===== src/rtl/core/odeint_pkg.sv =====
package odeint_pkg;

    localparam int QW        = 32;
    localparam int FRAC_BITS = 16;
    localparam int CNT_W     = 11;
    localparam int MAX_STEPS = 1024;
    localparam int QDEPTH    = 2;

    localparam logic signed [QW-1:0] Q_MAX = 32'sh7FFF_FFFF;
    localparam logic signed [QW-1:0] Q_MIN = -32'sh7FFF_FFFF - 32'sd1;
    localparam logic signed [QW-1:0] Q_ONE = 32'sd1 <<< FRAC_BITS;

    localparam logic [QW-1:0] RECIP6       = 32'hAAAA_AAAB;
    localparam int            RECIP6_SHIFT = 34;

    localparam logic [1:0] METH_EULER = 2'd0;
    localparam logic [1:0] METH_RK2   = 2'd1;

    localparam logic CFG_METHOD   = 1'b0;
    localparam logic CFG_EQUATION = 1'b1;

    typedef struct packed {
        logic signed [QW-1:0] x;
        logic signed [QW-1:0] y;
        logic signed [QW-1:0] h;
        logic [CNT_W-1:0]     n;
        logic                 ovf;
    } job_t;

    function automatic logic signed [QW:0] sat_chk(input logic signed [QW+32:0] v);
        logic signed [QW:0] r;
        if (v > $signed({{33{1'b0}}, Q_MAX}))
            r = {1'b1, Q_MAX};
        else if (v < $signed({{33{1'b1}}, Q_MIN}))
            r = {1'b1, Q_MIN};
        else
            r = {1'b0, v[QW-1:0]};
        return r;
    endfunction

endpackage


===== src/rtl/core/odeint_fifo.sv =====
module odeint_fifo
    import odeint_pkg::*;
(
    input  logic clk,
    input  logic rst_n,
    input  logic wr_valid,
    output logic wr_ready,
    input  job_t wr_data,
    output logic rd_valid,
    input  logic rd_ready,
    output job_t rd_data
);

    job_t       mem_reg [QDEPTH];
    logic       wp_reg;
    logic       rp_reg;
    logic [1:0] cnt_reg;
    logic       wr_en;
    logic       rd_en;

    assign wr_ready = (cnt_reg != 2'(QDEPTH));
    assign rd_valid = (cnt_reg != '0);
    assign rd_data  = mem_reg[rp_reg];
    assign wr_en    = wr_valid && wr_ready;
    assign rd_en    = rd_valid && rd_ready;

    always_ff @(posedge clk)
    begin
        if (wr_en)
            mem_reg[wp_reg] <= wr_data;
    end

    always_ff @(posedge clk or negedge rst_n)
    begin
        if (!rst_n)
        begin
            wp_reg  <= 1'b0;
            rp_reg  <= 1'b0;
            cnt_reg <= '0;
        end
        else
        begin
            if (wr_en)
                wp_reg <= ~wp_reg;
            if (rd_en)
                rp_reg <= ~rp_reg;
            cnt_reg <= cnt_reg + 2'(wr_en) - 2'(rd_en);
        end
    end

`ifndef SYNTHESIS
    a_cnt: assert property (@(posedge clk) disable iff (!rst_n)
        cnt_reg <= 2'(QDEPTH))
        else $error("queue count out of range");
    a_ptr: assert property (@(posedge clk) disable iff (!rst_n)
        (cnt_reg == '0 || cnt_reg == 2'(QDEPTH)) |-> (wp_reg == rp_reg))
        else $error("queue pointers disagree with count");
    a_ovr: assert property (@(posedge clk) disable iff (!rst_n)
        (cnt_reg == 2'(QDEPTH) && !rd_en) |=> (cnt_reg == 2'(QDEPTH)))
        else $error("queue overrun");
`endif

endmodule


===== config.mk =====
export PLATFORM = sky130hd
export DESIGN_NAME = odeint_fifo
export DESIGN_NICKNAME = d
export VERILOG_FILES = /design/src/rtl/core/odeint_pkg.sv /design/src/rtl/core/odeint_fifo.sv
export SDC_FILE = /design/constraint.sdc
export NUM_CORES = 1
export LEC_CHECK = 0
export BUFFER_PORTS_ARGS = -buffer_cell sky130_fd_sc_hd__buf_2
export CAP_MARGIN = 15
export CORE_ASPECT_RATIO = 1.2
export CORE_MARGIN = 4
export CORE_UTILIZATION = 52
export CTS_CLUSTER_DIAMETER = 80
export DETAILED_ROUTE_END_ITERATION = 8
export GPL_ROUTABILITY_DRIVEN = 0
export MAX_ROUTING_LAYER = met4
export PLACE_DENSITY = 0.85
export SLEW_MARGIN = 20
export SYNTH_ARGS = -nofsm -noshare
export SYNTH_HDL_FRONTEND = slang
export SYNTH_SLANG_ARGS = --single-unit

===== constraint.sdc =====
create_clock -name clk -period 7.94 [get_ports clk]
set_clock_uncertainty 0.1 [all_clocks]
set_input_delay 0.397 -clock clk [delete_from_list [all_inputs] [get_ports clk]]
set_output_delay 0.397 -clock clk [all_outputs]
set_load 0.02 [all_outputs]

==> summary.txt <==
Pwr Total: 0.00387 W
Die Y: 144 um
final period utilization: 0.412
clk slew on worst S/H paths: 0.06 ns
Worst Tran Pin Value: 1.05 ns
max incr delay on CP: 0.88 ns
setup ws final: 4.67 ns
number of I/O pins: 222
Die W: 121 um
CP top delay family: buffers and inverters
fraction of layout cells with a size suffix above 1: 0.532
setup bufs post-CTS: 0
final hold violations: 0
routed len/inst: 18.9 um
fin crit period: 3.27 ns
CTS tree: done
Distinct cells, synth: 16
Reg2Reg Depth: 4
Synth Area in XOR/XNOR: 0.00437
vias in the first global route: 5053
via count: 4456
Placeable Area: 0.0151 mm2
CP Launch Type: flop
crit-path cells: buf_4 -> mux2_2 -> buf_2
Mapped Cells: 353
Yosys reg bits: 220
max_cap viols: 0
Worst Setup End Kind: output pin
Post-Syn Nets: 467
TritonCTS buffer count: 20
Critical Path Start: rp_reg$_DFFE_PN0P_
Worst Path Buf+Inv: 2
hold wc startpoint: wr_data[48]
RSZ-0062 raised after global routing: false
mapped cell area: 0.00802 mm2
cell depth of the worst setup path: 3
Max Slew Vio Count: 0
Peak VDD IR: 0.274 mV
Initial Util: 0.531
clk_lat worst skew: 0.47 ns
Synth Area in Compound Gates: 0
most common cell after layout, fill and taps aside: buf_2
# DRC: 0
Final #Nets: 787
Inst Count DP: 769
total global-route track usage: 0.197
worst reg2reg setup slack: 5.07 ns
H-Tree Depth: 1
Via-to-Cell Ratio: 4.99
clk sinks: 220
total gr overflow: 0
DP Wirelength: 9900 um
CP max stage cell: dfrtp_4
max frequency: 0.306 GHz
sequential area share after synthesis: 0.822
Power Density: 358 mW/mm2
Total Routed Length: 16900 um
Hold Crit Depth: 1
synthesis-to-finish area growth: 35.0%
# hold bufs at CTS: 86
post-route ant nets: 0
initial antenna violation count: 2
WS Path Type: reg2out
R2R Path Start: cnt_reg[1]$_DFF_PN0_
Port-buffer cells: 221
Worst R2R End: mem_reg[0][43]$_DFFE_PP_
Resized cells post-CTS: 0
most used cells in the layout excluding fill and tap cells: buf_2, edfxtp_1, mux2_2, dlygate4sd3_1, clkbuf_16
Syn. warnings: 0
Critical Path RT: 7.44 ns
Max-slew headroom: 0.300
CP endpoint: rd_data[66]
Synth Area in Adders: 0.00312
Fin Setup TNS: 0 ns
Hold/Removal Path Class: in2reg
root buf cell: clkbuf_16
Post-Place Setup Slack: 5.04 ns
die area: 0.0175 mm2
Simple-Gate Fraction of Synth Area: 0.00406
largest net degree at the start of global routing: 80
Leak: 4.12 nW
largest family of logic cells by synthesized area: multiplexers
initial drt markers: 260
multiplexer share of the synthesized area: 0.156
Largest register FFs: 216
first-pass GRT wire length: 26100 um
fin cells: 893
worst-path maximum fanout: 58
FP Rows: 49
drt first pass iters: 4
Final setup viols: 0
WP data arrival: 2.77 ns
status: complete, no violations
Max Root-Sink Buffers: 3
mean area per synthesized cell: 22.7 um2
-- area by class of cell --
| class | count | area [um2] |
|---|---|---|
| Multi-Input combinational cell | 120 | 1360 |
| Sequential cell | 220 | 6590 |
| Clock inverter | 12 | 80.1 |
| Clock buffer | 23 | 533 |
| Fill cell | 898 | 4260 |
| Antenna cell | 3 | 7.51 |
| Inverter | 1 | 3.75 |
| Timing Repair Buffer | 310 | 1990 |
| Tap cell | 204 | 255 |
-- report_power, final --
group | leakage, nW | switching (W) | internal [W] | total, W
clock network | 0.309 | 0.000384 | 0.000513 | 0.000897
registers | 2.05 | 0.000113 | 0.00159 | 0.00171
logic | 1.76 | 0.000754 | 0.000516 | 0.00127
-- cell usage after synthesis --
library cell  number  share of area
mux2_4            10          0.019
edfxtp_1         216           0.81
and3_1             1        0.00078
buf_6              3         0.0042
buf_2              9         0.0056
nand2_1            1        0.00047
or2_2              1        0.00078
ha_1               2         0.0031
xnor2_1            3         0.0033
inv_1              1        0.00047
and2_1             1        0.00078
nand2b_1           1        0.00078
mux2_2            98           0.14
nor2_1             1        0.00047
xor2_1             1         0.0011
dfrtp_1            4          0.012
-- cell families (layout without fill, tap and decap cells) --
group	Yosys count	in the layout
DFF	220	220
other	0	3
xor gates and xnor gates	4	4
and+or+nand+nor	6	6
muxes	108	108
adders and majority gates	2	2
buffers and inverters	13	346
-- stage by stage --
| step | util | hold WS [ns] | instance area [um2] |
|---|---|---|---|
| 3_3_place_gp | 0.619 | 0.103 | 9340 |
| 3_5_place_dp | 0.619 | 0.107 | 9340 |
| 2_1_floorplan | - | 0.00141 | 8020 |
| 6_report | 0.717 | 0.0179 | 10800 |
| 4_1_cts | 0.717 | 0.000293 | 10800 |
| 5_1_grt | 0.717 | 0.00168 | 10800 |
-- worst min path at each step --
stage                               endpoint  slack (ns)
floorplan               cnt_reg[0]$_DFF_PN0_       0.001
global placement        cnt_reg[0]$_DFF_PN0_        0.10
detailed placement      cnt_reg[0]$_DFF_PN0_        0.11
CTS                  mem_reg[0][4]$_DFFE_PP_      0.0003
global route        mem_reg[0][56]$_DFFE_PP_       0.002
finish              mem_reg[0][48]$_DFFE_PP_        0.02
-- worst register-to-register path: cells and delay by family (launching register included) --
kind	cells	cell delay, ns
simple gates	3	0.99
buf+inv	1	0.94
flops	1	0.41
-- layer usage --
layer  global-route usage  routed length [um]
met5                    -                   0
met4               0.0619                 479
met3               0.0419                1020
met2                0.348                9120
met1                0.227                6280
Note: power is estimated with default switching activity, not from simulation.
