$ cat src/rtl/core/odeint_pkg.sv
package odeint_pkg;

    localparam int QW        = 32;
    localparam int FRAC_BITS = 16;
    localparam int CNT_W     = 11;
    localparam int MAX_STEPS = 1024;
    localparam int QDEPTH    = 2;

    localparam logic signed [QW-1:0] Q_MAX = 32'sh7FFF_FFFF;
    localparam logic signed [QW-1:0] Q_MIN = -32'sh7FFF_FFFF - 32'sd1;
    localparam logic signed [QW-1:0] Q_ONE = 32'sd1 <<< FRAC_BITS;

    localparam logic [QW-1:0] RECIP6       = 32'hAAAA_AAAB;
    localparam int            RECIP6_SHIFT = 34;

    localparam logic [1:0] METH_EULER = 2'd0;
    localparam logic [1:0] METH_RK2   = 2'd1;

    localparam logic CFG_METHOD   = 1'b0;
    localparam logic CFG_EQUATION = 1'b1;

    typedef struct packed {
        logic signed [QW-1:0] x;
        logic signed [QW-1:0] y;
        logic signed [QW-1:0] h;
        logic [CNT_W-1:0]     n;
        logic                 ovf;
    } job_t;

    function automatic logic signed [QW:0] sat_chk(input logic signed [QW+32:0] v);
        logic signed [QW:0] r;
        if (v > $signed({{33{1'b0}}, Q_MAX}))
            r = {1'b1, Q_MAX};
        else if (v < $signed({{33{1'b1}}, Q_MIN}))
            r = {1'b1, Q_MIN};
        else
            r = {1'b0, v[QW-1:0]};
        return r;
    endfunction

endpackage

$ cat src/rtl/core/odeint_front.sv
module odeint_front
    import odeint_pkg::*;
(
    input  logic                 clk,
    input  logic                 rst_n,
    input  logic                 push,
    output logic                 full,
    input  logic signed [QW-1:0] x_start,
    input  logic signed [QW-1:0] y_start,
    input  logic signed [QW-1:0] x_stop,
    input  logic [CNT_W-1:0]     step_count,
    output logic                 job_valid,
    input  logic                 job_ready,
    output job_t                 job
);

    typedef enum logic [1:0] {IDLE, DIVIDE, SIGN, DONE} state_t;

    state_t               state_reg;
    logic [5:0]           bit_reg;
    logic [QW:0]          quo_reg;
    logic [QW+1:0]        rem_reg;
    logic [QW:0]          num_reg;
    logic                 neg_reg;
    logic [CNT_W-1:0]     n_reg;
    logic signed [QW-1:0] x_reg;
    logic signed [QW-1:0] y_reg;
    logic signed [QW-1:0] h_reg;
    logic                 hovf_reg;

    logic signed [QW:0]   diff;
    logic [CNT_W-1:0]     n_clamp;
    logic [QW+1:0]        rem_shift;
    logic signed [QW+1:0] q_signed;
    logic signed [QW:0]   q_sat;

    assign diff      = {x_stop[QW-1], x_stop} - {x_start[QW-1], x_start};
    assign n_clamp   = (step_count > CNT_W'(MAX_STEPS)) ? CNT_W'(MAX_STEPS) : step_count;
    assign rem_shift = {rem_reg[QW:0], num_reg[QW]};
    assign q_signed  = neg_reg ? -$signed({1'b0, quo_reg}) : $signed({1'b0, quo_reg});
    assign q_sat     = sat_chk((QW+33)'(q_signed));

    assign full      = (state_reg != IDLE);
    assign job_valid = (state_reg == DONE);
    assign job       = '{x: x_reg, y: y_reg, h: h_reg, n: n_reg, ovf: hovf_reg};

    always_ff @(posedge clk or negedge rst_n)
    begin
        if (!rst_n)
        begin
            state_reg <= IDLE;
            bit_reg   <= '0;
            quo_reg   <= '0;
            rem_reg   <= '0;
            num_reg   <= '0;
            neg_reg   <= 1'b0;
            n_reg     <= '0;
            x_reg     <= '0;
            y_reg     <= '0;
            h_reg     <= '0;
            hovf_reg  <= 1'b0;
        end
        else
        begin
            unique case (state_reg)
                IDLE:
                begin
                    if (push)
                    begin
                        x_reg    <= x_start;
                        y_reg    <= y_start;
                        n_reg    <= n_clamp;
                        neg_reg  <= diff[QW];
                        num_reg  <= diff[QW] ? (QW+1)'(0) - diff : diff;
                        rem_reg  <= '0;
                        quo_reg  <= '0;
                        bit_reg  <= 6'(QW + 1);
                        hovf_reg <= 1'b0;
                        h_reg    <= '0;
                        state_reg <= (n_clamp == '0) ? DONE : DIVIDE;
                    end
                end
                DIVIDE:
                begin
                    if (rem_shift >= {{(QW+2-CNT_W){1'b0}}, n_reg})
                    begin
                        rem_reg <= rem_shift - {{(QW+2-CNT_W){1'b0}}, n_reg};
                        quo_reg <= {quo_reg[QW-1:0], 1'b1};
                    end
                    else
                    begin
                        rem_reg <= rem_shift;
                        quo_reg <= {quo_reg[QW-1:0], 1'b0};
                    end
                    num_reg <= {num_reg[QW-1:0], 1'b0};
                    bit_reg <= bit_reg - 6'd1;
                    if (bit_reg == 6'd1)
                        state_reg <= SIGN;
                end
                SIGN:
                begin
                    h_reg     <= q_sat[QW-1:0];
                    hovf_reg  <= q_sat[QW];
                    state_reg <= DONE;
                end
                DONE:
                begin
                    if (job_ready)
                        state_reg <= IDLE;
                end
                default: state_reg <= IDLE;
            endcase
        end
    end

`ifndef SYNTHESIS
    a_div_len: assert property (@(posedge clk) disable iff (!rst_n)
        (state_reg == DIVIDE) |-> (bit_reg != '0))
        else $error("divider ran past last bit");
    a_full: assert property (@(posedge clk) disable iff (!rst_n)
        (push && !full) |=> full)
        else $error("front took word but not busy");
    a_zero: assert property (@(posedge clk) disable iff (!rst_n)
        (state_reg == IDLE && push && step_count == '0) |=> (state_reg == DONE))
        else $error("zero count must skip divide");
`endif

endmodule

$ cat config.mk
export PLATFORM = sky130hd
export DESIGN_NAME = odeint_front
export DESIGN_NICKNAME = d
export VERILOG_FILES = /design/src/rtl/core/odeint_pkg.sv /design/src/rtl/core/odeint_front.sv
export SDC_FILE = /design/constraint.sdc
export NUM_CORES = 1
export LEC_CHECK = 0
export ABC_AREA = 1
export BUFFER_PORTS_ARGS = -buffer_cell sky130_fd_sc_hd__buf_4
export CAP_MARGIN = 20
export CORE_MARGIN = 8
export CORE_UTILIZATION = 28
export CTS_CLUSTER_DIAMETER = 40
export DETAILED_ROUTE_END_ITERATION = 8
export GPL_TIMING_DRIVEN = 0
export PLACE_DENSITY = 0.42
export SYNTH_ARGS = -nofsm -noshare
export SYNTH_HDL_FRONTEND = slang
export SYNTH_SLANG_ARGS = --single-unit
$ cat constraint.sdc
create_clock -name clk -period 3.2 [get_ports clk]
set_input_delay 0.64 -clock clk [delete_from_list [all_inputs] [get_ports clk]]
set_output_delay 0.64 -clock clk [all_outputs]
set_load 0.005 [all_outputs]
==> flow_summary.html <==
<table>
<tr><th>Metric</th><th>Value</th></tr>
<tr><th colspan="2">Worst setup path</th></tr>
<tr><td>RR Startpoint</td><td>n_reg[0]</td></tr>
<tr><td>FF-to-FF End</td><td>rem_reg[5]</td></tr>
<tr><td>Highest net fanout along the worst path</td><td>10</td></tr>
<tr><td>Worst path buffer plus inverter count</td><td>3</td></tr>
<tr><td>Sort of element at the end of the critical path</td><td>flip-flop</td></tr>
<tr><td>Type of the worst setup path</td><td>flip-flop to flip-flop</td></tr>
<tr><td>CP most frequent cell</td><td>sky130_fd_sc_hd__nand2_1</td></tr>
<tr><td>Req. time, crit path</td><td>3650 ps</td></tr>
<tr><td>Critical Path Max Stage Delay</td><td>roughly 450 ps</td></tr>
<tr><td>Data arrival time of the critical path</td><td>3440 ps</td></tr>
<tr><td>Kind of cell adding the most delay to the critical path</td><td>adder cells</td></tr>
<tr><td>Worst reg-to-reg path cell count</td><td>17</td></tr>
<tr><td>Cells along the critical path</td><td>ha_1 -&gt; fa_1 -&gt; o21ai_1 -&gt; nand2_1 -&gt; nand3_2 -&gt; nand2_1 -&gt; nand2_2 -&gt; a21oi_2 -&gt; o21ai_2 -&gt; nor2_2 -&gt; inv_2 -&gt; nor2_4 -&gt; inv_4 -&gt; buf_6 -&gt; nand2_1 -&gt; o211ai_1 -&gt; nand2_1</td></tr>
<tr><td>Slowest cell on the critical path</td><td>sky130_fd_sc_hd__dfrtp_1</td></tr>
<tr><td>Worst setup SP type</td><td>flip-flop</td></tr>
<tr><td>Setup slack on the worst flop-to-flop path</td><td>220 ps</td></tr>
<tr><th colspan="2">STA</th></tr>
<tr><td>Slew at the pin closest to its max-slew limit</td><td>903 ps</td></tr>
<tr><td>Number of hold violations in the final report</td><td>0</td></tr>
<tr><td>Final worst path period share</td><td>roughly 93%</td></tr>
<tr><td>Unrepaired setup endpoints after global routing</td><td>false</td></tr>
<tr><td>Highest achievable clock rate</td><td>335 MHz</td></tr>
<tr><td>Max-slew violation total from the final report</td><td>0</td></tr>
<tr><td>Max Clock Skew</td><td>33.6 ps</td></tr>
<tr><td>Final setup fails</td><td>0</td></tr>
<tr><td>Worst rel slew slack</td><td>39.3%</td></tr>
<tr><td>Clock period minus final worst setup slack</td><td>2980 ps</td></tr>
<tr><td>Min Hold Slack</td><td>just over 90 ps</td></tr>
<tr><th colspan="2">Power</th></tr>
<tr><td>Power per cell area</td><td>1110 mW/mm²</td></tr>
<tr><td>Total power draw</td><td>21,200 µW</td></tr>
<tr><td>Worst-case vdd ir drop</td><td>0.534 mV</td></tr>
<tr><td>Leakage Power</td><td>between 0.01 and 0.015 µW</td></tr>
<tr><th colspan="2">Clock tree</th></tr>
<tr><td>Clock edge transition at the registers on the reported setup and hold paths</td><td>50 ps</td></tr>
<tr><td># clock sinks</td><td>216</td></tr>
<tr><td>H-tree Lvls</td><td>2</td></tr>
<tr><td>CTS Root Cell</td><td>sky130_fd_sc_hd__clkbuf_16</td></tr>
<tr><td>Bufs on Longest Clock Path</td><td>3</td></tr>
<tr><td>Clock latency of the later-clocked register in the worst-skew pair</td><td>600 ps</td></tr>
<tr><td>Number of buffers created by CTS</td><td>52</td></tr>
<tr><td>CTS tree</td><td>built</td></tr>
<tr><th colspan="2">Job</th></tr>
<tr><td>Number of max-cap violations</td><td>0</td></tr>
<tr><th colspan="2">Floorplan</th></tr>
<tr><td>Die ar.</td><td>0.0605 mm²</td></tr>
<tr><td>Row count</td><td>84</td></tr>
<tr><td>I/O pins</td><td>between 200 and 250</td></tr>
<tr><td>Die boundary width</td><td>~250 µm</td></tr>
<tr><td>Height of the die</td><td>246 µm</td></tr>
<tr><td>Core area</td><td>0.0524 mm²</td></tr>
<tr><td>Initial standard-cell utilization of the core</td><td>~28%</td></tr>
<tr><th colspan="2">Yosys</th></tr>
<tr><td>Synthesized area divided by synthesized cell count</td><td>6.72 µm²</td></tr>
<tr><td>Ys async rst share</td><td>100%</td></tr>
<tr><td>Area fraction of the dominant cell type after synthesis</td><td>36.5%</td></tr>
<tr><td>Portion of the post-synthesis area used by sequential elements</td><td>36.5%</td></tr>
<tr><td>Most used DFF post-synth</td><td>sky130_fd_sc_hd__dfrtp_1</td></tr>
<tr><td>Synth unique cells</td><td>53</td></tr>
<tr><td>Post-synth EDFFs</td><td>0</td></tr>
<tr><td>Combined area of all synthesized cells</td><td>0.0148 mm²</td></tr>
<tr><td>Flop and latch count out of synthesis</td><td>216</td></tr>
<tr><td>Leading area contributor after synthesis</td><td>sky130_fd_sc_hd__dfrtp_1</td></tr>
<tr><td>Number of warnings printed during yosys synthesis</td><td>0</td></tr>
<tr><td>Syn Nets</td><td>approximately 2,400</td></tr>
<tr><td>Dominant cells by area after synthesis</td><td>sky130_fd_sc_hd__dfrtp_1 (36%), sky130_fd_sc_hd__nand2_1 (20%), sky130_fd_sc_hd__inv_1 (7.6%)</td></tr>
<tr><td>Post-synthesis cell count</td><td>around 2,200</td></tr>
<tr><th colspan="2">Route</th></tr>
<tr><td>Length of the first detailed-routing pass in iterations</td><td>5</td></tr>
<tr><td>Post-detailed-route count of antenna-violating nets</td><td>0</td></tr>
<tr><td>First DRT Iteration DRCs</td><td>a little under 600</td></tr>
<tr><td>DRC errors left</td><td>0</td></tr>
<tr><td>Mean routed wirelength per cell</td><td>15.1 µm</td></tr>
<tr><td>Drt via density</td><td>roughly 4.5</td></tr>
<tr><td>Total wire length</td><td>48,400 µm</td></tr>
<tr><td>Vias</td><td>14,400</td></tr>
<tr><th colspan="2">Global route</th></tr>
<tr><td>First-pass GRT wire length</td><td>~80,000 µm</td></tr>
<tr><td>Global-route usage over all layers</td><td>15.9%</td></tr>
<tr><td>Aggregate global routing overflow</td><td>0</td></tr>
<tr><td>Number of antenna violations at the first check in global routing</td><td>0</td></tr>
<tr><td>Via count of the first global-routing pass</td><td>14,800</td></tr>
<tr><td>Largest net degree at the start of global routing</td><td>110</td></tr>
<tr><th colspan="2">Layout</th></tr>
<tr><td>Filler cell count</td><td>5,728</td></tr>
<tr><td>Most frequent cells in the layout</td><td>sky130_fd_sc_hd__nand2_1 (802), sky130_fd_sc_hd__inv_1 (298), sky130_fd_sc_hd__buf_4 (224)</td></tr>
<tr><td>Layout overhead on the synthesized area</td><td>29.2%</td></tr>
<tr><td>Footprint of the multi-input gates</td><td>a little under 0.008 mm²</td></tr>
<tr><td>Fraction of layout instances using a drive strength above 1</td><td>16.9%</td></tr>
<tr><td>Final net count</td><td>between 2,000 and 3,000</td></tr>
<tr><td>FF+latch area</td><td>roughly 0.0054 mm²</td></tr>
<tr><td>Commonest non-fill, non-tap cell in the layout</td><td>sky130_fd_sc_hd__nand2_1</td></tr>
<tr><td>Diode count</td><td>0</td></tr>
<tr><th colspan="2">Placement</th></tr>
<tr><td>Routability Congestion</td><td>around 0.85</td></tr>
<tr><td>IO Port Bufs</td><td>220</td></tr>
<tr><td>Placed wire-length estimate after detailed placement</td><td>38,200 µm</td></tr>
<tr><th colspan="2">Status</th></tr>
<tr><td>Run status</td><td>finished, final reports clean</td></tr>
<tr><th colspan="2">Worst hold path</th></tr>
<tr><td>Worst hold path type</td><td>input pin to async pin</td></tr>
</table>
## final cells by class
type | count | area share (%)
Multi-Input combinational cell | 1602 | 41.1
Sequential cell | 216 | 28.2
Timing Repair Buffer | 221 | 8.81
Clock buffer | 69 | 7.60
Inverter | 320 | 6.31
Tap cell | 688 | 4.50
Buffer | 67 | 1.84
Clock inverter | 26 | 1.61
## worst max-delay path by stage
stage                            start     endpoint  slack (ps)  cells past startpoint
after detailed placement    x_start[0]  num_reg[27]        -240                     19
after floorplan              x_stop[0]  num_reg[30]         430                     17
after CTS                 state_reg[1]   quo_reg[7]          50                      8
final                         n_reg[0]   rem_reg[5]         220                     17
after global placement           rst_n    y_reg[11]        -410                      1
after global routing      state_reg[1]     n_reg[7]          30                      8
## Yosys cell counts, types with 5 or more instances
master and instances:
sky130_fd_sc_hd__ha_1 51, sky130_fd_sc_hd__o21ai_0 90, sky130_fd_sc_hd__a21oi_1 57, sky130_fd_sc_hd__dfrtp_1 216, sky130_fd_sc_hd__inv_1 298, sky130_fd_sc_hd__inv_2 19
sky130_fd_sc_hd__nor2_2 19, sky130_fd_sc_hd__nor2_1 191, sky130_fd_sc_hd__xor2_1 57, sky130_fd_sc_hd__buf_4 5, sky130_fd_sc_hd__nand2_1 802, sky130_fd_sc_hd__nor3_1 21
sky130_fd_sc_hd__buf_6 9, sky130_fd_sc_hd__clkbuf_1 45, sky130_fd_sc_hd__nand3_2 11, sky130_fd_sc_hd__nand4_1 17, sky130_fd_sc_hd__o22ai_1 45, sky130_fd_sc_hd__nor2_4 5
sky130_fd_sc_hd__nand2_2 21, sky130_fd_sc_hd__nor4_1 8, sky130_fd_sc_hd__o21ai_1 33, sky130_fd_sc_hd__xnor2_1 7, sky130_fd_sc_hd__nand3_1 111, sky130_fd_sc_hd__o211ai_1 9
## power by group
group | internal, µW | leakage [µW] | total [µW] | switching [µW]
clock network | 3510 | 0.000864 | 5260 | 1750
registers | 3980 | 0.00276 | 4750 | 771
logic | 4280 | 0.00670 | 11200 | 6930
## stage by stage
step                      TNS (ps)  setup slack, ps  cells  area, µm²  utilization, %
after floorplan                  0              431   2205      14800               -
after global placement      -82290             -412   3113      17300            33.0
after detailed placement     -5260             -243   3114      17400            33.1
after CTS                        0             51.6   3209      19100            36.5
after global routing             0             29.9   3209      19100            36.5
final                            0              218   3209      19100            36.5
## per-layer routing
| metal | wire length, µm | part of all wire [%] | global-route usage [%] |
|---|---|---|---|
| met5 | 0 | 0 | 0 |
| met2 | 23300 | 48 | 27.5 |
| met4 | 1670 | 3.5 | 6.01 |
| met3 | 2290 | 4.7 | 3.28 |
| met1 | 21100 | 44 | 19.3 |
## repair_timing
action | CTS | global route
hold buffers | 0 | 0
resized for setup | 1 | 8
setup endpoints to repair | 30 | 66
setup buffers | 0 | 0
## cell families after synthesis
| logic type | Yosys count | synth area share, % |
|---|---|---|
| simple gates | 1224 | 34.6 |
| buf+inv | 387 | 10.4 |
| compound gates | 261 | 10.1 |
| flops | 216 | 36.5 |
| xor+xnor | 64 | 3.78 |
| fa+ha+maj | 53 | 4.58 |
(Power assumes the default switching activity.)
